==> config.mk <==
export PLATFORM = sky130hd
export DESIGN_NAME = health_masked_upstream_selector_flat
export DESIGN_NICKNAME = d
export VERILOG_FILES = /design/src/rtl/core/hmus_pkg.sv /design/src/rtl/core/hmus_if.sv /design/src/rtl/core/hmus_cfg.sv /design/src/rtl/core/hmus_flags.sv /design/src/rtl/core/hmus_pick.sv /design/src/rtl/core/health_masked_upstream_selector.sv /design/src/flat_wrapper.sv
export SDC_FILE = /design/constraint.sdc
export NUM_CORES = 1
export LEC_CHECK = 0
export BUFFER_PORTS_ARGS = -buffer_cell sky130_fd_sc_hd__buf_4
export CAP_MARGIN = 40
export CORE_MARGIN = 2
export CORE_UTILIZATION = 57
export DETAILED_ROUTE_END_ITERATION = 8
export PLACE_DENSITY = 0.79
export SLEW_MARGIN = 10
export SYNTH_ARGS = -nofsm -noshare
export SYNTH_HDL_FRONTEND = slang
export SYNTH_SLANG_ARGS = --single-unit
==> constraint.sdc <==
create_clock -name clk -period 12.4 [get_ports clk]
set_input_delay 3.1 -clock clk [delete_from_list [all_inputs] [get_ports clk]]
set_output_delay 3.1 -clock clk [all_outputs]
set_load 0.03 [all_outputs]
==> src/rtl/core/hmus_pkg.sv <==
// Package for the health-masked upstream selector: sizes, operation and rule
// codes, register map, shared structs and small mask helper functions.
// Used by every RTL file of the block; depends on nothing.
`default_nettype none

package hmus_pkg;

  localparam int POOL_SIZE = 16;
  localparam int IDX_W     = $clog2(POOL_SIZE);
  localparam int CNT_W     = $clog2(POOL_SIZE + 1);
  localparam int RULE_W    = 3;
  localparam int TICK_W    = 16;
  localparam int LFSR_W    = 16;
  localparam int DATA_W    = 32;
  localparam int PADDR_W   = 4;

  localparam logic [LFSR_W-1:0] LFSR_SEED        = 16'hACE1;
  localparam logic [TICK_W-1:0] INTERVAL_DEFAULT = 16'd1000;

  typedef enum logic [2:0] {
    OP_SELECT       = 3'd0,
    OP_TCP_OK       = 3'd1,
    OP_TCP_FAIL     = 3'd2,
    OP_CONNECT_OK   = 3'd3,
    OP_CONNECT_FAIL = 3'd4,
    OP_MANUAL_OFF   = 3'd5,
    OP_FORCE_LAST   = 3'd6,
    OP_TICK         = 3'd7
  } op_t;

  typedef enum logic [RULE_W-1:0] {
    RULE_INHERIT     = 3'd0,
    RULE_FIXED       = 3'd1,
    RULE_ROUND_ROBIN = 3'd2,
    RULE_STICKY      = 3'd3,
    RULE_TIMED       = 3'd4,
    RULE_RANDOM      = 3'd5
  } rule_t;

  typedef enum logic [1:0] {
    REG_GLOBAL_RULE     = 2'd0,
    REG_PROBE_CHECK_OFF = 2'd1,
    REG_POOL_COUNT      = 2'd2,
    REG_CHANGE_INTERVAL = 2'd3
  } reg_addr_t;

  typedef struct packed {
    logic [RULE_W-1:0] global_rule;
    logic              probe_check_off;
    logic [CNT_W-1:0]  pool_count;
    logic [TICK_W-1:0] change_interval;
  } cfg_t;

  typedef struct packed {
    op_t               op;
    logic [IDX_W-1:0]  server_index;
    logic [RULE_W-1:0] rule;
    logic              use_global_fallback;
    logic              flag_value;
  } req_t;

  typedef struct packed {
    logic             found;
    logic [IDX_W-1:0] index;
    logic             upd_last;
    logic [IDX_W-1:0] new_last;
    logic             clr_elapsed;
    logic             step_lfsr;
  } pick_t;

  typedef struct packed {
    logic             hit;
    logic [IDX_W-1:0] idx;
  } hit_t;

  // Priority encoder: lowest set bit of a pool-wide mask.
  function automatic hit_t lowest_set(input logic [POOL_SIZE-1:0] m);
    hit_t r;
    r = '0;
    for (int i = POOL_SIZE - 1; i >= 0; i--) begin
      if (m[i]) begin
        r.hit = 1'b1;
        r.idx = IDX_W'(i);
      end
    end
    return r;
  endfunction

  function automatic logic [CNT_W-1:0] count_ones(input logic [POOL_SIZE-1:0] m);
    logic [CNT_W-1:0] c;
    c = '0;
    for (int i = 0; i < POOL_SIZE; i++) begin
      c = c + CNT_W'(m[i]);
    end
    return c;
  endfunction

endpackage

`default_nettype wire

==> src/rtl/core/hmus_if.sv <==
// Request and response channel interfaces of the upstream selector.
// Depends on hmus_pkg for field widths.
`default_nettype none

interface hmus_req_if import hmus_pkg::*; ();
  logic              valid;
  logic              ready;
  logic [2:0]        op;
  logic [IDX_W-1:0]  server_index;
  logic [RULE_W-1:0] rule;
  logic              use_global_fallback;
  logic              flag_value;

  modport source (output valid, op, server_index, rule, use_global_fallback, flag_value,
                  input ready);
  modport sink   (input valid, op, server_index, rule, use_global_fallback, flag_value,
                  output ready);
  modport mon    (input valid, ready, op, server_index, rule, use_global_fallback,
                  flag_value);
endinterface

interface hmus_rsp_if import hmus_pkg::*; ();
  logic             valid;
  logic             ready;
  logic             found;
  logic [IDX_W-1:0] chosen_index;

  modport source (output valid, found, chosen_index, input ready);
  modport sink   (input valid, found, chosen_index, output ready);
  modport mon    (input valid, ready, found, chosen_index);
endinterface

`default_nettype wire

==> src/rtl/core/hmus_cfg.sv <==
// APB-style configuration register file of the upstream selector.
// Depends on hmus_pkg for the register map and the cfg_t struct.
`default_nettype none

module hmus_cfg import hmus_pkg::*; (
  input  logic               clk,
  input  logic               rst,
  input  logic               psel,
  input  logic               penable,
  input  logic               pwrite,
  input  logic [PADDR_W-1:0] paddr,
  input  logic [DATA_W-1:0]  pwdata,
  output logic [DATA_W-1:0]  prdata,
  output logic               pready,
  output cfg_t               cfg
);

  reg_addr_t reg_addr;
  logic      wr_en;

  assign pready   = 1'b1;
  assign reg_addr = reg_addr_t'(paddr[PADDR_W-1:2]);
  assign wr_en    = psel && penable && pwrite && pready;

  always_ff @(posedge clk) begin
    if (rst) begin
      cfg.global_rule     <= RULE_ROUND_ROBIN;
      cfg.probe_check_off <= 1'b0;
      cfg.pool_count      <= '0;
      cfg.change_interval <= INTERVAL_DEFAULT;
    end else if (wr_en) begin
      unique case (reg_addr)
        REG_GLOBAL_RULE:     cfg.global_rule     <= pwdata[RULE_W-1:0];
        REG_PROBE_CHECK_OFF: cfg.probe_check_off <= pwdata[0];
        REG_POOL_COUNT:      cfg.pool_count      <= pwdata[CNT_W-1:0];
        REG_CHANGE_INTERVAL: cfg.change_interval <= pwdata[TICK_W-1:0];
      endcase
    end
  end

  always_comb begin
    unique case (reg_addr)
      REG_GLOBAL_RULE:     prdata = DATA_W'(cfg.global_rule);
      REG_PROBE_CHECK_OFF: prdata = DATA_W'(cfg.probe_check_off);
      REG_POOL_COUNT:      prdata = DATA_W'(cfg.pool_count);
      REG_CHANGE_INTERVAL: prdata = DATA_W'(cfg.change_interval);
    endcase
  end

endmodule

`default_nettype wire

==> src/rtl/core/hmus_flags.sv <==
// Per-server health flag registers and the eligibility mask built from them.
// Depends on hmus_pkg for sizes, op codes and the req_t struct.
`default_nettype none

module hmus_flags import hmus_pkg::*; (
  input  logic                 clk,
  input  logic                 rst,
  input  logic                 ev_en,
  input  req_t                 item,
  input  logic                 probe_check_off,
  input  logic [CNT_W-1:0]     pool_n,
  output logic [POOL_SIZE-1:0] elig
);

  logic [POOL_SIZE-1:0] has_online, has_online_next;
  logic [POOL_SIZE-1:0] has_connect, has_connect_next;
  logic [POOL_SIZE-1:0] connect_failed, connect_failed_next;
  logic [POOL_SIZE-1:0] offline, offline_next;
  logic [POOL_SIZE-1:0] manual_off, manual_off_next;
  logic [POOL_SIZE-1:0] sel_bit;
  logic [POOL_SIZE-1:0] pool_mask;
  logic [POOL_SIZE-1:0] ok;

  assign sel_bit = POOL_SIZE'(1) << item.server_index;

  always_comb begin
    has_online_next     = has_online;
    has_connect_next    = has_connect;
    connect_failed_next = connect_failed;
    offline_next        = offline;
    manual_off_next     = manual_off;
    if (ev_en) begin
      unique case (item.op)
        OP_TCP_OK: begin
          // A server coming back from offline also forgets its connect failure.
          if ((offline & sel_bit) != '0) begin
            connect_failed_next = connect_failed & ~sel_bit;
          end
          has_online_next = has_online | sel_bit;
          offline_next    = offline & ~sel_bit;
        end
        OP_TCP_FAIL: offline_next = offline | sel_bit;
        OP_CONNECT_OK: begin
          has_connect_next    = has_connect | sel_bit;
          connect_failed_next = connect_failed & ~sel_bit;
        end
        OP_CONNECT_FAIL: connect_failed_next = connect_failed | sel_bit;
        OP_MANUAL_OFF: begin
          manual_off_next = item.flag_value ? (manual_off | sel_bit)
                                            : (manual_off & ~sel_bit);
        end
        OP_SELECT, OP_FORCE_LAST, OP_TICK: begin
        end
      endcase
    end
  end

  always_ff @(posedge clk) begin
    if (rst) begin
      has_online     <= '0;
      has_connect    <= '0;
      connect_failed <= '0;
      offline        <= '0;
      manual_off     <= '0;
    end else begin
      has_online     <= has_online_next;
      has_connect    <= has_connect_next;
      connect_failed <= connect_failed_next;
      offline        <= offline_next;
      manual_off     <= manual_off_next;
    end
  end

  always_comb begin
    for (int i = 0; i < POOL_SIZE; i++) begin
      pool_mask[i] = CNT_W'(i) < pool_n;
    end
    ok = ~manual_off;
    if (!probe_check_off) begin
      ok = ok & has_online & has_connect & ~connect_failed & ~offline;
    end
    elig = ok & pool_mask;
  end

endmodule

`default_nettype wire

==> src/rtl/core/hmus_pick.sv <==
// Selection logic: resolves the rule and picks the last index (fixed rule) or an
// eligible server by masked priority encoding or as the k-th eligible server.
// Depends on hmus_pkg for sizes, rule codes, structs and mask helpers.
`default_nettype none

module hmus_pick import hmus_pkg::*; (
  input  req_t                 item,
  input  cfg_t                 cfg,
  input  logic [CNT_W-1:0]     pool_n,
  input  logic [POOL_SIZE-1:0] elig,
  input  logic [IDX_W-1:0]     last_index,
  input  logic [TICK_W-1:0]    elapsed_ticks,
  input  logic [LFSR_W-1:0]    lfsr,
  output pick_t                pick
);

  logic [RULE_W-1:0]       eff_rule;
  logic                    no_go;
  logic                    last_ok;
  logic                    timed_move;
  logic                    use_rr;
  logic [CNT_W-1:0]        last_p1;
  logic [IDX_W-1:0]        rr_start;
  logic [IDX_W-1:0]        sticky_start;
  logic [IDX_W-1:0]        scan_start;
  logic [POOL_SIZE-1:0]    from_mask;
  logic [POOL_SIZE-1:0]    match;
  logic [POOL_SIZE-1:0]    low_mask;
  hit_t                    hit_hi;
  hit_t                    hit_all;
  hit_t                    hit_scan;
  hit_t                    hit_rand;
  logic [CNT_W-1:0]        elig_cnt;
  logic [CNT_W-1:0]        k;
  logic [CNT_W-1:0]        prefix [POOL_SIZE];
  logic [LFSR_W+CNT_W-1:0] prod;

  always_comb begin
    eff_rule = (item.rule == RULE_INHERIT) ? cfg.global_rule : item.rule;
    no_go    = ((item.rule == RULE_INHERIT) && !item.use_global_fallback) ||
               (pool_n == '0);

    last_ok      = CNT_W'(last_index) < pool_n;
    last_p1      = CNT_W'(last_index) + CNT_W'(1);
    rr_start     = (last_p1 >= pool_n) ? '0 : last_p1[IDX_W-1:0];
    sticky_start = last_ok ? last_index : '0;
    timed_move   = elapsed_ticks > cfg.change_interval;
    use_rr       = (eff_rule == RULE_ROUND_ROBIN) || ((eff_rule == RULE_TIMED) && timed_move);
    scan_start   = use_rr ? rr_start : sticky_start;

    // Wrapping scan: first eligible at or above the start, else the first overall.
    for (int i = 0; i < POOL_SIZE; i++) begin
      from_mask[i] = IDX_W'(i) >= scan_start;
    end
    hit_hi   = lowest_set(elig & from_mask);
    hit_all  = lowest_set(elig);
    hit_scan = hit_hi.hit ? hit_hi : hit_all;

    // Random rule: k = (lfsr * count) >> 16, then the k-th eligible server.
    elig_cnt = count_ones(elig);
    prod     = (LFSR_W+CNT_W)'(lfsr) * (LFSR_W+CNT_W)'(elig_cnt);
    k        = prod[LFSR_W+CNT_W-1:LFSR_W];
    for (int i = 0; i < POOL_SIZE; i++) begin
      low_mask  = (POOL_SIZE'(1) << i) - POOL_SIZE'(1);
      prefix[i] = count_ones(elig & low_mask);
      match[i]  = elig[i] && (prefix[i] == k);
    end
    hit_rand = lowest_set(match);

    pick = '0;
    if (!no_go) begin
      unique case (eff_rule)
        RULE_FIXED: begin
          pick.found = 1'b1;
          pick.index = sticky_start;
        end
        RULE_ROUND_ROBIN, RULE_STICKY, RULE_TIMED: begin
          pick.found       = hit_scan.hit;
          pick.index       = hit_scan.hit ? hit_scan.idx : '0;
          pick.upd_last    = 1'b1;
          pick.new_last    = hit_scan.hit ? hit_scan.idx : sticky_start;
          pick.clr_elapsed = (eff_rule == RULE_TIMED) && timed_move;
        end
        default: begin
          pick.found     = elig_cnt != '0;
          pick.index     = pick.found ? hit_rand.idx : '0;
          pick.upd_last  = pick.found;
          pick.new_last  = hit_rand.idx;
          pick.step_lfsr = pick.found;
        end
      endcase
    end
  end

endmodule

`default_nettype wire

==> src/rtl/core/health_masked_upstream_selector.sv <==
// Top level of the health-masked upstream selector: request register, state
// update, result register. Depends on hmus_pkg, hmus_if, hmus_cfg,
// hmus_flags and hmus_pick.
//
// Usage:
//   The req channel carries one request per handshake (valid and ready both
//   high at a rising edge): a select, a probe result event, a manual disable,
//   a forced last index or a tick. Every request produces exactly one
//   response on the rsp channel; only a select can answer found = 1.
//   Registers are written through the APB-style port (byte address 4*i),
//   while no request is in flight.
//   A request accepted into the request register is evaluated there, and its
//   response is captured in the result register, from which it is taken.
//   Throughput: one request per cycle while the receiver takes every response.
//   The loop that reads the health flags, last index, tick counter and LFSR
//   writes them back while the response is registered.
//   When the receiver stalls, the response register holds its value, the
//   request register fills, and req.ready drops while it is full; nothing is
//   lost or repeated.
//   Reset (synchronous, active high) clears all health flags, the last index
//   and the tick counter at once, loads the LFSR seed and the register
//   defaults; requests are accepted in the cycle after reset.
`default_nettype none

module health_masked_upstream_selector import hmus_pkg::*; (
  input  logic               clk,
  input  logic               rst,
  hmus_req_if.sink           req,
  hmus_rsp_if.source         rsp,
  input  logic               psel,
  input  logic               penable,
  input  logic               pwrite,
  input  logic [PADDR_W-1:0] paddr,
  input  logic [DATA_W-1:0]  pwdata,
  output logic [DATA_W-1:0]  prdata,
  output logic               pready
);

  cfg_t                 cfg;
  req_t                 s1_item;
  logic                 s1_valid;
  logic                 out_valid;
  logic                 out_found;
  logic [IDX_W-1:0]     out_index;
  logic                 advance;
  logic                 process;
  logic                 in_pool;
  logic                 sel_found;
  logic [CNT_W-1:0]     pool_n;
  logic [POOL_SIZE-1:0] elig;
  pick_t                pick;
  logic [IDX_W-1:0]     last_index, last_index_next;
  logic [TICK_W-1:0]    elapsed_ticks, elapsed_ticks_next;
  logic [LFSR_W-1:0]    lfsr, lfsr_next;
  logic                 lfsr_fb;

  hmus_cfg u_cfg (
    .clk     (clk),
    .rst     (rst),
    .psel    (psel),
    .penable (penable),
    .pwrite  (pwrite),
    .paddr   (paddr),
    .pwdata  (pwdata),
    .prdata  (prdata),
    .pready  (pready),
    .cfg     (cfg)
  );

  // Effective pool size is the configured count clipped to the pool capacity.
  assign pool_n  = (cfg.pool_count > CNT_W'(POOL_SIZE)) ? CNT_W'(POOL_SIZE) : cfg.pool_count;
  assign in_pool = CNT_W'(s1_item.server_index) < pool_n;

  // The request in the input register is evaluated whenever the result
  // register is free or being emptied in this cycle.
  assign advance   = !out_valid || rsp.ready;
  assign process   = s1_valid && advance;
  assign req.ready = !s1_valid || advance;

  hmus_flags u_flags (
    .clk             (clk),
    .rst             (rst),
    .ev_en           (process && in_pool),
    .item            (s1_item),
    .probe_check_off (cfg.probe_check_off),
    .pool_n          (pool_n),
    .elig            (elig)
  );

  hmus_pick u_pick (
    .item          (s1_item),
    .cfg           (cfg),
    .pool_n        (pool_n),
    .elig          (elig),
    .last_index    (last_index),
    .elapsed_ticks (elapsed_ticks),
    .lfsr          (lfsr),
    .pick          (pick)
  );

  assign lfsr_fb   = lfsr[0] ^ lfsr[2] ^ lfsr[3] ^ lfsr[5];
  assign sel_found = (s1_item.op == OP_SELECT) && pick.found;

  always_comb begin
    last_index_next    = last_index;
    elapsed_ticks_next = elapsed_ticks;
    lfsr_next          = lfsr;
    if (process) begin
      unique case (s1_item.op)
        OP_SELECT: begin
          if (pick.upd_last) begin
            last_index_next = pick.new_last;
          end
          if (pick.clr_elapsed) begin
            elapsed_ticks_next = '0;
          end
          if (pick.step_lfsr) begin
            lfsr_next = {lfsr_fb, lfsr[LFSR_W-1:1]};
          end
        end
        OP_FORCE_LAST: begin
          if (in_pool) begin
            last_index_next = s1_item.server_index;
          end
        end
        OP_TICK: begin
          // The tick counter saturates instead of wrapping.
          if (elapsed_ticks != '1) begin
            elapsed_ticks_next = elapsed_ticks + TICK_W'(1);
          end
        end
        OP_TCP_OK, OP_TCP_FAIL, OP_CONNECT_OK, OP_CONNECT_FAIL, OP_MANUAL_OFF: begin
        end
      endcase
    end
  end

  always_ff @(posedge clk) begin
    if (rst) begin
      s1_valid      <= 1'b0;
      out_valid     <= 1'b0;
      last_index    <= '0;
      elapsed_ticks <= '0;
      lfsr          <= LFSR_SEED;
    end else begin
      if (req.ready) begin
        s1_valid <= req.valid;
      end
      if (advance) begin
        out_valid <= s1_valid;
      end
      last_index    <= last_index_next;
      elapsed_ticks <= elapsed_ticks_next;
      lfsr          <= lfsr_next;
    end
  end

  always_ff @(posedge clk) begin
    if (req.valid && req.ready) begin
      s1_item.op                  <= op_t'(req.op);
      s1_item.server_index        <= req.server_index;
      s1_item.rule                <= req.rule;
      s1_item.use_global_fallback <= req.use_global_fallback;
      s1_item.flag_value          <= req.flag_value;
    end
    if (process) begin
      out_found <= sel_found;
      out_index <= sel_found ? pick.index : '0;
    end
  end

  assign rsp.valid        = out_valid;
  assign rsp.found        = out_found;
  assign rsp.chosen_index = out_index;

endmodule

`default_nettype wire

==> src/flat_wrapper.sv <==
// flat-port wrapper written by rule: the top's interface ports become plain ports
module health_masked_upstream_selector_flat import hmus_pkg::*;
  (clk, rst, psel, penable, pwrite, paddr, pwdata, prdata, pready, req_valid, req_op, req_server_index, req_rule, req_use_global_fallback, req_flag_value, req_ready, rsp_valid, rsp_found, rsp_chosen_index, rsp_ready);
  hmus_req_if req_i ();
  hmus_rsp_if rsp_i ();
  input  logic clk;
  input  logic rst;
  input  logic psel;
  input  logic penable;
  input  logic pwrite;
  input  logic [PADDR_W-1:0] paddr;
  input  logic [DATA_W-1:0] pwdata;
  output logic [DATA_W-1:0] prdata;
  output logic pready;
  input wire logic [$bits(req_i.valid)-1:0] req_valid;
  input wire logic [$bits(req_i.op)-1:0] req_op;
  input wire logic [$bits(req_i.server_index)-1:0] req_server_index;
  input wire logic [$bits(req_i.rule)-1:0] req_rule;
  input wire logic [$bits(req_i.use_global_fallback)-1:0] req_use_global_fallback;
  input wire logic [$bits(req_i.flag_value)-1:0] req_flag_value;
  output wire logic [$bits(req_i.ready)-1:0] req_ready;
  output wire logic [$bits(rsp_i.valid)-1:0] rsp_valid;
  output wire logic [$bits(rsp_i.found)-1:0] rsp_found;
  output wire logic [$bits(rsp_i.chosen_index)-1:0] rsp_chosen_index;
  input wire logic [$bits(rsp_i.ready)-1:0] rsp_ready;
  assign req_i.valid = req_valid;
  assign req_i.op = req_op;
  assign req_i.server_index = req_server_index;
  assign req_i.rule = req_rule;
  assign req_i.use_global_fallback = req_use_global_fallback;
  assign req_i.flag_value = req_flag_value;
  assign req_ready = req_i.ready;
  assign rsp_valid = rsp_i.valid;
  assign rsp_found = rsp_i.found;
  assign rsp_chosen_index = rsp_i.chosen_index;
  assign rsp_i.ready = rsp_ready;
  health_masked_upstream_selector u_core (.clk(clk), .rst(rst), .req(req_i), .rsp(rsp_i), .psel(psel), .penable(penable), .pwrite(pwrite), .paddr(paddr), .pwdata(pwdata), .prdata(prdata), .pready(pready));
endmodule
Word level (Yosys, flattened, before mapping)
Cells that the tools add are included.
Word-level totals
  output and inout port bits: 40
  input bits: 55
  register bits: 160
  logic and storage cells: 266
Cells by class
  magnitude comparators: 37
  shifts and indexed selects: 1
  bitwise operators: 23
  mux-type cells: 74
  add/sub/neg operators: 17
  reduce and logical (&&, ||, !) cells: 57
  eq/ne operators: 35
  $mul: 1
Operators with widths (number)
  $mux 5: 34
  $and 16x16->16: 10
  $pmux 32 s4: 1
  $mux 4: 24
  $mux 16: 5
  $or 16x16->16: 5
  $eq 5x5->1: 14
  $not 16->16: 4
  $pmux 16 s2: 2
  $add 5x1->5: 11
  $pmux 16 s3: 1
  $lt 4x5->1 const A: 8
  $ge 4x4->1 const A: 8
  $logic_and 1x1->1: 24
  $mul 16x5->21: 1
  $lt 3x5->1 const A: 4
  $pmux 5 s2: 2
  $add 16x1->16 const B: 1
  $ge 3x4->1 const A: 4
  $gt 16x16->1: 1
  $ne 16x16->1 const B: 1
  $reduce_and 2->1: 8
  $reduce_bool 16->1: 1
  $shl 1x4->16 const A: 1
  other kinds (39): 70

Depth between registers and ports, before layout
Gate-level depths: netlist of the first run.
  depth after elaboration: 47
  mapped depth: 53
  gate-level depth less buffers: 47

Hierarchy
Synthesis of the first run repeated with hierarchy kept, for this count alone.
Second synthesis, totals
  cells, all modules: 1798
  area, all modules: 14526.4 um2
Modules (own cells, without submodules)
  hmus_pick: area each 6690.2 um2, seq. area each 0.0 um2, times used 1, cells each 895
  hmus_flags: area each 4063.9 um2, seq. area each 1601.5 um2, times used 1, cells each 512
  health_masked_upstream_selector: area each 2384.8 um2, seq. area each 1271.2 um2, times used 1, cells each 244
  hmus_cfg: area each 1387.6 um2, seq. area each 500.5 um2, times used 1, cells each 147

Least setup slack after synthesis of the first run
No wires, ideal clock.
  kind: register to register
  from: register, netlist name u_core.u_cfg.cfg[20]
  to: register u_core.out_index[0] (netlist: u_core.rsp.chosen_index[0]), data pin
  arrival: 13524 ps
  cell stages (with the launch flop): 50
  setup slack: -1390 ps
  clock period less this slack: 13790 ps
  required time: 12134 ps
  buffers on the path: 4
  library setup time: 266 ps
  cells stage by stage: dfxtp_1 > or2_2 > clkbuf_1 > nor3_1 > or3_1 > clkbuf_1 > inv_1 > fa_1 > ha_1 > ha_1 > ha_1 > ha_1 > ha_1 > ha_1 > ha_1 > ha_1 > ha_1 > ha_1 > [14 not listed] > fa_1 > inv_1 > fa_1 > inv_1 > ha_1 > o21a_1 > o21ai_0 > or3_1 > o21a_1 > o211ai_1 > xor2_1 > xor2_2 > xor2_1 > xnor2_1 > or4_4 > a41o_1 > a211oi_2 > o22ai_1
On the way
  cells in the longest elaborated chain, start to end: 40
  elaborated cells on any way between the ends: 148
  classes of those cells: add/sub (15); mul (1); order compare (35); eq/ne (15); mux (57); bitwise (3); reduce/logical (22)
Ends and longest elaborated chain
  $gt 5x5->1: RTL line health_masked_upstream_selector.sv:71  | assign pool_n = (cfg.pool_count > CNT_W'(POOL_SIZE)) ? CNT_W'(POOL_SIZE) : cfg.pool_count;
  $mux 5 (*): RTL line health_masked_upstream_selector.sv:71
  $lt 1x5->1: RTL line hmus_flags.sv:76  | pool_mask[i] = CNT_W'(i) < pool_n;
  $and 16x16->16: RTL line hmus_flags.sv:82  | elig = ok & pool_mask;
  $add 1x1->2: RTL line hmus_pkg.sv:93  | c = c + CNT_W'(m[i]);
  $add 2x1->3: RTL line hmus_pkg.sv:93
  $add 3x1->4: RTL line hmus_pkg.sv:93
  $add 4x1->5: RTL line hmus_pkg.sv:93
  $add 5x1->5 (11 in a row): RTL line hmus_pkg.sv:93
  $mul 16x5->21: RTL line hmus_pick.sv:61  | prod = (LFSR_W+CNT_W)'(lfsr) * (LFSR_W+CNT_W)'(elig_cnt);
  $eq 5x5->1: RTL line hmus_pick.sv:66  | match[i] = elig[i] && (prefix[i] == k);
  $logic_and 1x1->1: RTL line hmus_pick.sv:66
  $mux 4 (16 in a row): RTL line hmus_pkg.sv:81  | if (m[i]) begin
  $mux 4: RTL line hmus_pick.sv:86  | pick.index = pick.found ? hit_rand.idx : '0;
  $pmux 5 s2: RTL line hmus_pick.sv:72  | unique case (eff_rule)
  to (signal assigned): RTL line health_masked_upstream_selector.sv:168  | out_index <= sel_found ? pick.index : '0;
  to (decl): RTL line health_masked_upstream_selector.sv:44  | logic [IDX_W-1:0] out_index;
Mark *: on every way between the ends. The rest lies on a longest branch, timed or not.
A chain may end at the register's enable or synchronous reset.

==> flow_metrics.env, run 1 <==
export IMPL_numCtsBuffers=17
export IMPL_detail_route_wl_per_cell_um=18.1
export IMPL_leakagePower_nw=6.62
export IMPL_power_switching_w=0.000283
export IMPL_grt_start_max_net_pins=83
export IMPL_clockPowerShare=0.463
export IMPL_cts_tree="built"
export IMPL_min_period_ns=12.00
export IMPL_io_pins=95
export IMPL_period_share=0.968
export IMPL_crit_type="flip-flop to flip-flop"
export IMPL_synth_top_area_cell="dfxtp_1"
export IMPL_n_antenna_cell=0
export IMPL_finalMaxSlewViolations=0
export IMPL_hpwl_um=29200
export IMPL_r2r_end="u_core.rsp.chosen_index[0]"
export IMPL_use_met1=0.371
export IMPL_cts_root_buf="clkbuf_16"
export IMPL_die_h_um=160
export IMPL_crit_arrival_ns=12.18
export IMPL_synth_area_um2=13900
export IMPL_cts_sinks=160
export IMPL_switching_share=0.245
export IMPL_synth_top_area_frac=0.205
export IMPL_drc_errors=0
export IMPL_power_frac_comb=0.072
export IMPL_std_cell_rows=57
export IMPL_synth_seq_cells=160
export IMPL_crit_required_ns=12.58
export IMPL_crit_top_cell="ha_4"
export IMPL_nets=2019
export IMPL_async_flop_share=0
export IMPL_dp_slack_ns=-0.144
export IMPL_grt_use_met3=0.0522
export IMPL_viasPerCell=6.09
export IMPL_antenna_found_initial=0
export IMPL_synth_cells=1759
export IMPL_cp_start_kind="flip-flop"
export IMPL_gr_total_overflow=0
export IMPL_p_total_w=0.00116
export IMPL_clock_latency_ns=0.43
export IMPL_syn_to_final_growth_pct=16.0
export IMPL_ys_top_cells_by_count="nand2_1, nor2_1, dfxtp_1"
export IMPL_yosysMostFrequentCell="nand2_1"
export IMPL_first_pass_iters=8
export IMPL_critPathMaxFanout=7
export IMPL_drt_initial_drc_count=1163
export IMPL_die_x_um=160
export IMPL_setup_violations=0
export IMPL_p_per_area_nw_per_um2=71.5
export IMPL_status="finished clean"
export IMPL_yosys_warnings=0
export IMPL_min_path_cells=2
export IMPL_ys_seq_area_frac=0.242
export IMPL_syn_area_per_cell_um2=7.92
export IMPL_reg2regPathDepth=46
export IMPL_cts_reportedPaths_clkPinSlew_ns=0.07
export IMPL_grt_util_met2=0.505
export IMPL_core_area_um2=24200
export IMPL_start_util=0.576
export IMPL_relSlewSlack=0.370
export IMPL_cp_slowest_cell="or4_4"
export IMPL_drive_above_1_share=0.148
export IMPL_htreeDepth=4
export IMPL_cts_buffer_depth=2
export IMPL_vdd_ir_drop_worst_mv=0.110
export IMPL_critical_path_max_stage_delay_ns=0.55
export IMPL_place_congestion=0.996
export IMPL_grt_pass1_vias=12500
export IMPL_ant_nets=0
export IMPL_io_buffers=59
export IMPL_fillCellCount=1922
export IMPL_vias=13200
export IMPL_cap_viol_max_count=0
export IMPL_synthTopCellsByArea="dfxtp_1, ha_1, fa_1, nand2_1, nor2_1"
export IMPL_min_path_type="flip-flop to flip-flop"
export IMPL_die_area_um2=25700
export IMPL_reg2reg_slack_ns=0.40
export IMPL_postCtsHoldBufs=0
export IMPL_intPower_w=0.000873
export IMPL_grt_pass1_wl_um=62500
export IMPL_yosys_most_used_dff="dfxtp_1"
export IMPL_hold_viol=0
export IMPL_grt_usage=0.296
export IMPL_synth_edff_count=17
export IMPL_timing_fmax_mhz=83.3
export IMPL_grt_most_used_layer="met2"
export IMPL_cp_end_kind="flip-flop"
export IMPL_worst_pin_slew_ns=0.935
export IMPL_yosysUniqueCellTypes=91
export IMPL_routed_wl_um=39200
export IMPL_fin_skew_ns=0.0122
export IMPL_fin_ws_ns=0.396
export IMPL_p_seq_frac=0.465
-- worst max-delay path by stage --
stage,start,end,slack [ns],cells after the start
after floorplan,u_core.u_cfg.cfg[20],u_core.rsp.chosen_index[0],0.02,49
after global placement,u_core.u_cfg.cfg[20],u_core.rsp.chosen_index[0],0.06,46
after detailed placement,u_core.u_cfg.cfg[20],u_core.rsp.chosen_index[0],-0.14,47
after CTS,u_core.u_cfg.cfg[18],u_core.rsp.chosen_index[1],0.0005,48
after global routing,u_core.u_cfg.cfg[18],u_core.rsp.chosen_index[0],-0.04,48
final,flip-flop,u_core.rsp.chosen_index[0],0.40,46
-- cells in the final DEF, fill, tap and decap left out, types with 39 or more instances in the layout --
master and count:
a21oi_1 126, and2_1 60, buf_4 138, dfxtp_1 142, fa_1 41, ha_1 60, inv_1 98, nand2_1 194
nand3_1 81, nor2_1 177, o21ai_0 48, xnor2_1 51, xor2_1 39
-- layout make-up --
class	instances	area (um2)	area share
clock inverter	12	156	0.00967
timing repair buffer	144	1140	0.0708
clock buffer	20	437	0.0270
tap	324	405	0.0251
sequential	160	3370	0.209
inverter	102	383	0.0237
multi-input combinational	1411	10300	0.635
-- kinds of logic after synthesis --
family	share of synthesized area
AO/OA/AOI/OAI	0.183
other	0.000539
adder cells (fa/ha/maj)	0.138
AND/OR/NAND/NOR	0.256
buffers and inverters	0.0623
multiplexers	0.0293
flip-flops	0.242
XOR/XNOR	0.0879
-- metrics by stage --
stage / std cells / utilization / TNS (ns) / hold WS, ns / area (um2)
2_1_floorplan: 1774 / - / 0 / 0.428 / 14300
3_3_place_gp: 2118 / 0.626 / 0 / 0.439 / 15100
3_5_place_dp: 2120 / 0.628 / -0.346 / 0.447 / 15200
4_1_cts: 2155 / 0.654 / 0 / 0.455 / 15800
5_1_grt: 2173 / 0.669 / -0.0435 / 0.471 / 16200
6_report: 2173 / 0.669 / 0 / 0.451 / 16200
-- routing by layer --
metal,share of wire,up-vias
met5,0,-
li1,-,6321
met2,0.48,497
met1,0.42,6320
met3,0.062,96
met4,0.036,0
-- power groups by stage --
| stage | Sequential, W | Combinational, W | Clock [W] |
|---|---|---|---|
| after floorplan | 0.000543 | 0.0000581 | 0 |
| after global placement | 0.000548 | 0.0000778 | 0 |
| after detailed placement | 0.000548 | 0.0000798 | 0 |
| after CTS | 0.000537 | 0.0000802 | 0.000544 |
| after global routing | 0.000538 | 0.0000887 | 0.000562 |
| final | 0.000538 | 0.0000827 | 0.000536 |
-- timing repair --
action,4_1_cts,5_1_grt
setup endpoints to repair,6,8
buffers inserted,3,17
resized for setup,3,39
pin swaps,3,29
cloned,0,1
-- critical path, delay by kind of cell (launching register included) --
kind	cells	cell delay, ns
AO/OA/AOI/OAI	10	2.16
flip-flops	1	0.33
adder cells (fa/ha/maj)	18	5.52
XOR/XNOR	6	1.33
buffers and inverters	5	0.54
AND/OR/NAND/NOR	7	1.85
Note: power is estimated with default switching activity, not from simulation.
==> inputs of run 2 (changes only) <==
Settings changed: PLACE_DENSITY 0.79 to 0.88, SYNTH_HIERARCHICAL set to 1.
==> flow_metrics.env, run 2 <==
export IMPL_power_frac_comb=0.098
export IMPL_timing_rr_start="u_core/u_cfg/cfg[20]"
export IMPL_core_area_um2=25100
export IMPL_reg2reg_slack_ns=0.04
export IMPL_finalMaxSlewViolations=0
export IMPL_io_pins=95
export IMPL_postCtsHoldBufs=0
export IMPL_tns_ns=0
export IMPL_timing_fmax_mhz=80.9
export IMPL_layout_common_cells="buf_4, nand2_1, nor2_1"
export IMPL_crit_type="flip-flop to flip-flop"
export IMPL_async_flop_share=0
export IMPL_switching_share=0.271
export IMPL_io_buffers=59
export IMPL_grt_pass1_vias=13500
export IMPL_synth_area_um2=14500
export IMPL_routed_wl_um=45700
export IMPL_gr_total_overflow=0
export IMPL_rsz0062_at_grt="true"
export IMPL_place_congestion=0.953
export IMPL_cts_reportedPaths_clkPinSlew_ns=0.07
export IMPL_drt_initial_drc_count=1707
export IMPL_hold_viol=0
export IMPL_grt_start_max_net_pins=88
export IMPL_critical_path_max_stage_delay_ns=0.59
export IMPL_synth_top_area_cell="dfxtp_1"
export IMPL_fin_area_um2=17500
export IMPL_htreeDepth=4
export IMPL_die_x_um=164
export IMPL_synth_seq_cells=160
export IMPL_die_area_um2=26800
export IMPL_min_path_type="flip-flop to flip-flop"
export IMPL_fin_skew_ns=0.0165
export IMPL_yosys_most_used_dff="dfxtp_1"
export IMPL_crit_required_ns=12.74
export IMPL_numCtsBuffers=17
export IMPL_worst_pin_slew_ns=1.09
export IMPL_yosysMostFrequentCell="nand2_1"
export IMPL_syn_to_final_growth_pct=20.6
export IMPL_grt_usage=0.309
export IMPL_relSlewSlack=0.263
export IMPL_grt_pass1_wl_um=67100
export IMPL_ys_top_cells_by_count="nand2_1, nor2_1, dfxtp_1"
export IMPL_leakagePower_nw=7.04
export IMPL_vdd_ir_drop_worst_mv=0.0956
export IMPL_n_antenna_cell=0
export IMPL_hpwl_um=29400
export IMPL_status="finished clean"
export IMPL_dp_cells=2181
export IMPL_die_h_um=164
export IMPL_cp_end_kind="flip-flop"
export IMPL_first_pass_iters=6
export IMPL_intPower_w=0.000885
export IMPL_yosysUniqueCellTypes=103
export IMPL_critPathMaxFanout=10
export IMPL_cp_start_kind="flip-flop"
export IMPL_clockPowerShare=0.454
export IMPL_p_seq_frac=0.448
export IMPL_clock_latency_ns=0.44
export IMPL_synth_top_area_frac=0.197
export IMPL_vias=14600
export IMPL_std_cell_rows=58
export IMPL_detail_route_wl_per_cell_um=20.3
export IMPL_cap_viol_max_count=0
export IMPL_crit_arrival_ns=12.71
export IMPL_cts_tree="built"
export IMPL_syn_area_per_cell_um2=8.08
export IMPL_cts_buffer_depth=2
export IMPL_ys_seq_area_frac=0.232
export IMPL_min_path_cells=2
export IMPL_min_from="u_core/u_flags/has_connect[1]"
export IMPL_yosys_warnings=6
export IMPL_setup_violations=0
export IMPL_r2r_end="u_core/last_index[1]"
export IMPL_start_util=0.579
export IMPL_min_period_ns=12.36
export IMPL_fin_util=0.697
export IMPL_antenna_found_initial=0
export IMPL_nets=2094
export IMPL_p_per_area_nw_per_um2=69.3
export IMPL_period_share=0.997
export IMPL_synth_edff_count=17
export IMPL_place_area_um2=15900
export IMPL_drc_errors=0
export IMPL_finalNonFillerCells=2254
export IMPL_ant_nets=0
export IMPL_drive_above_1_share=0.199
export IMPL_min_to="u_core/u_flags/has_connect[1]"
export IMPL_synth_cells=1798
export IMPL_final_common_cell="buf_4"
export IMPL_viasPerCell=6.48
export IMPL_cp_slowest_cell="fa_2"
export IMPL_cts_root_buf="clkbuf_16"
export IMPL_power_switching_w=0.000329
export IMPL_cts_sinks=160
export IMPL_synthTopCellsByArea="dfxtp_1, ha_1, fa_1, a21oi_1, nand2_1"
export IMPL_reg2regPathDepth=53
-- run 2: cell types whose count changed after synthesis, moves of 14 or more --
cell | before | now
a211o_1 | 21 | 3
a211oi_1 | 16 | 43
buf_2 | 3 | 17
nand2_1 | 194 | 154
nand2b_1 | 15 | 46
nand3b_1 | 3 | 18
nor2_1 | 178 | 150
nor2b_1 | 36 | 56
o21ai_1 | 3 | 19
xor2_1 | 42 | 26
-- run 2: worst max-delay path by stage --
stage / slack [ns] / cells after the start / from / to
2_1_floorplan: 0.04 / 50 / u_core/u_cfg/cfg[20] / u_core/rsp.chosen_index[0]
3_3_place_gp: -0.01 / 49 / u_core/u_cfg/cfg[20] / u_core/last_index[2]
3_5_place_dp: -0.26 / 51 / u_core/u_cfg/cfg[20] / u_core/last_index[0]
4_1_cts: 0.003 / 52 / u_core/u_cfg/cfg[20] / u_core/last_index[0]
5_1_grt: -0.69 / 54 / u_core/u_cfg/cfg[20] / u_core/last_index[1]
6_report: 0.04 / 53 / u_core/u_cfg/cfg[20] / u_core/last_index[1]
-- run 2: per-stage QoR --
step	hold WS (ns)	total power [W]	worst slack, ns
3_5_place_dp	0.450	0.000664	-0.260
6_report	0.461	0.00121	0.0351
5_1_grt	0.478	0.00125	-0.685
3_3_place_gp	0.439	0.000660	-0.0109
4_1_cts	0.466	0.00121	0.00286
2_1_floorplan	0.428	0.000634	0.0380
-- run 2: final cells by class --
type                    instances  area, um2
clock buffers                  17        425
repair buffers                198       1560
fillers                      1742       7600
multi-input cells            1438      11200
flip-flops and latches        160       3380
clock inverters                15        194
well taps                     330        413
inverters                      96        360
-- run 2: what timing repair did --
item / CTS / global route
gates resized for setup: 24 / 89
cloned: 2 / 0
setup buffers: 12 / 28
pin swaps: 14 / 65
setup endpoints to repair: 8 / 8
endpoints found under the hold margin: 0 / 0
-- run 2: per-layer routing --
layer  part of all wire  GRT usage  vias to the layer above
met5                  0          0                        -
met2               0.48      0.525                      896
met1               0.39      0.385                     6965
li1                   -          -                     6558
met4              0.042      0.151                        0
met3              0.088     0.0447                      196
-- run 2: kinds of logic (layout without fill, tap and decap cells) --
| family | count (synthesis) | in the layout | synth area share |
|---|---|---|---|
| AO/OA/AOI/OAI | 380 | 380 | 0.170 |
| XOR/XNOR | 106 | 106 | 0.0792 |
| adder cells (fa/ha/maj) | 129 | 129 | 0.133 |
| buffers and inverters | 215 | 326 | 0.0647 |
| flip-flops | 160 | 160 | 0.232 |
| multiplexers | 51 | 51 | 0.0365 |
| other | 2 | 17 | 0.000517 |
| AND/OR/NAND/NOR | 755 | 755 | 0.284 |
-- run 2: power groups by stage --
stage	logic, W	clock network, W	registers, W
finish	0.000119	0.000551	0.000544
CTS	0.000112	0.000556	0.000543
detailed placement	0.000110	0	0.000554
floorplan	0.0000816	0	0.000552
global placement	0.000106	0	0.000554
global route	0.000127	0.000578	0.000544
-- run 2: critical path: cells and delay by family, from the launching register on --
kind,cells,cell delay [ns]
AO/OA/AOI/OAI,11,2.40
multiplexers,1,0.10
buffers and inverters,11,1.43
flip-flops,1,0.40
AND/OR/NAND/NOR,11,1.79
adder cells (fa/ha/maj),11,3.85
XOR/XNOR,8,2.29
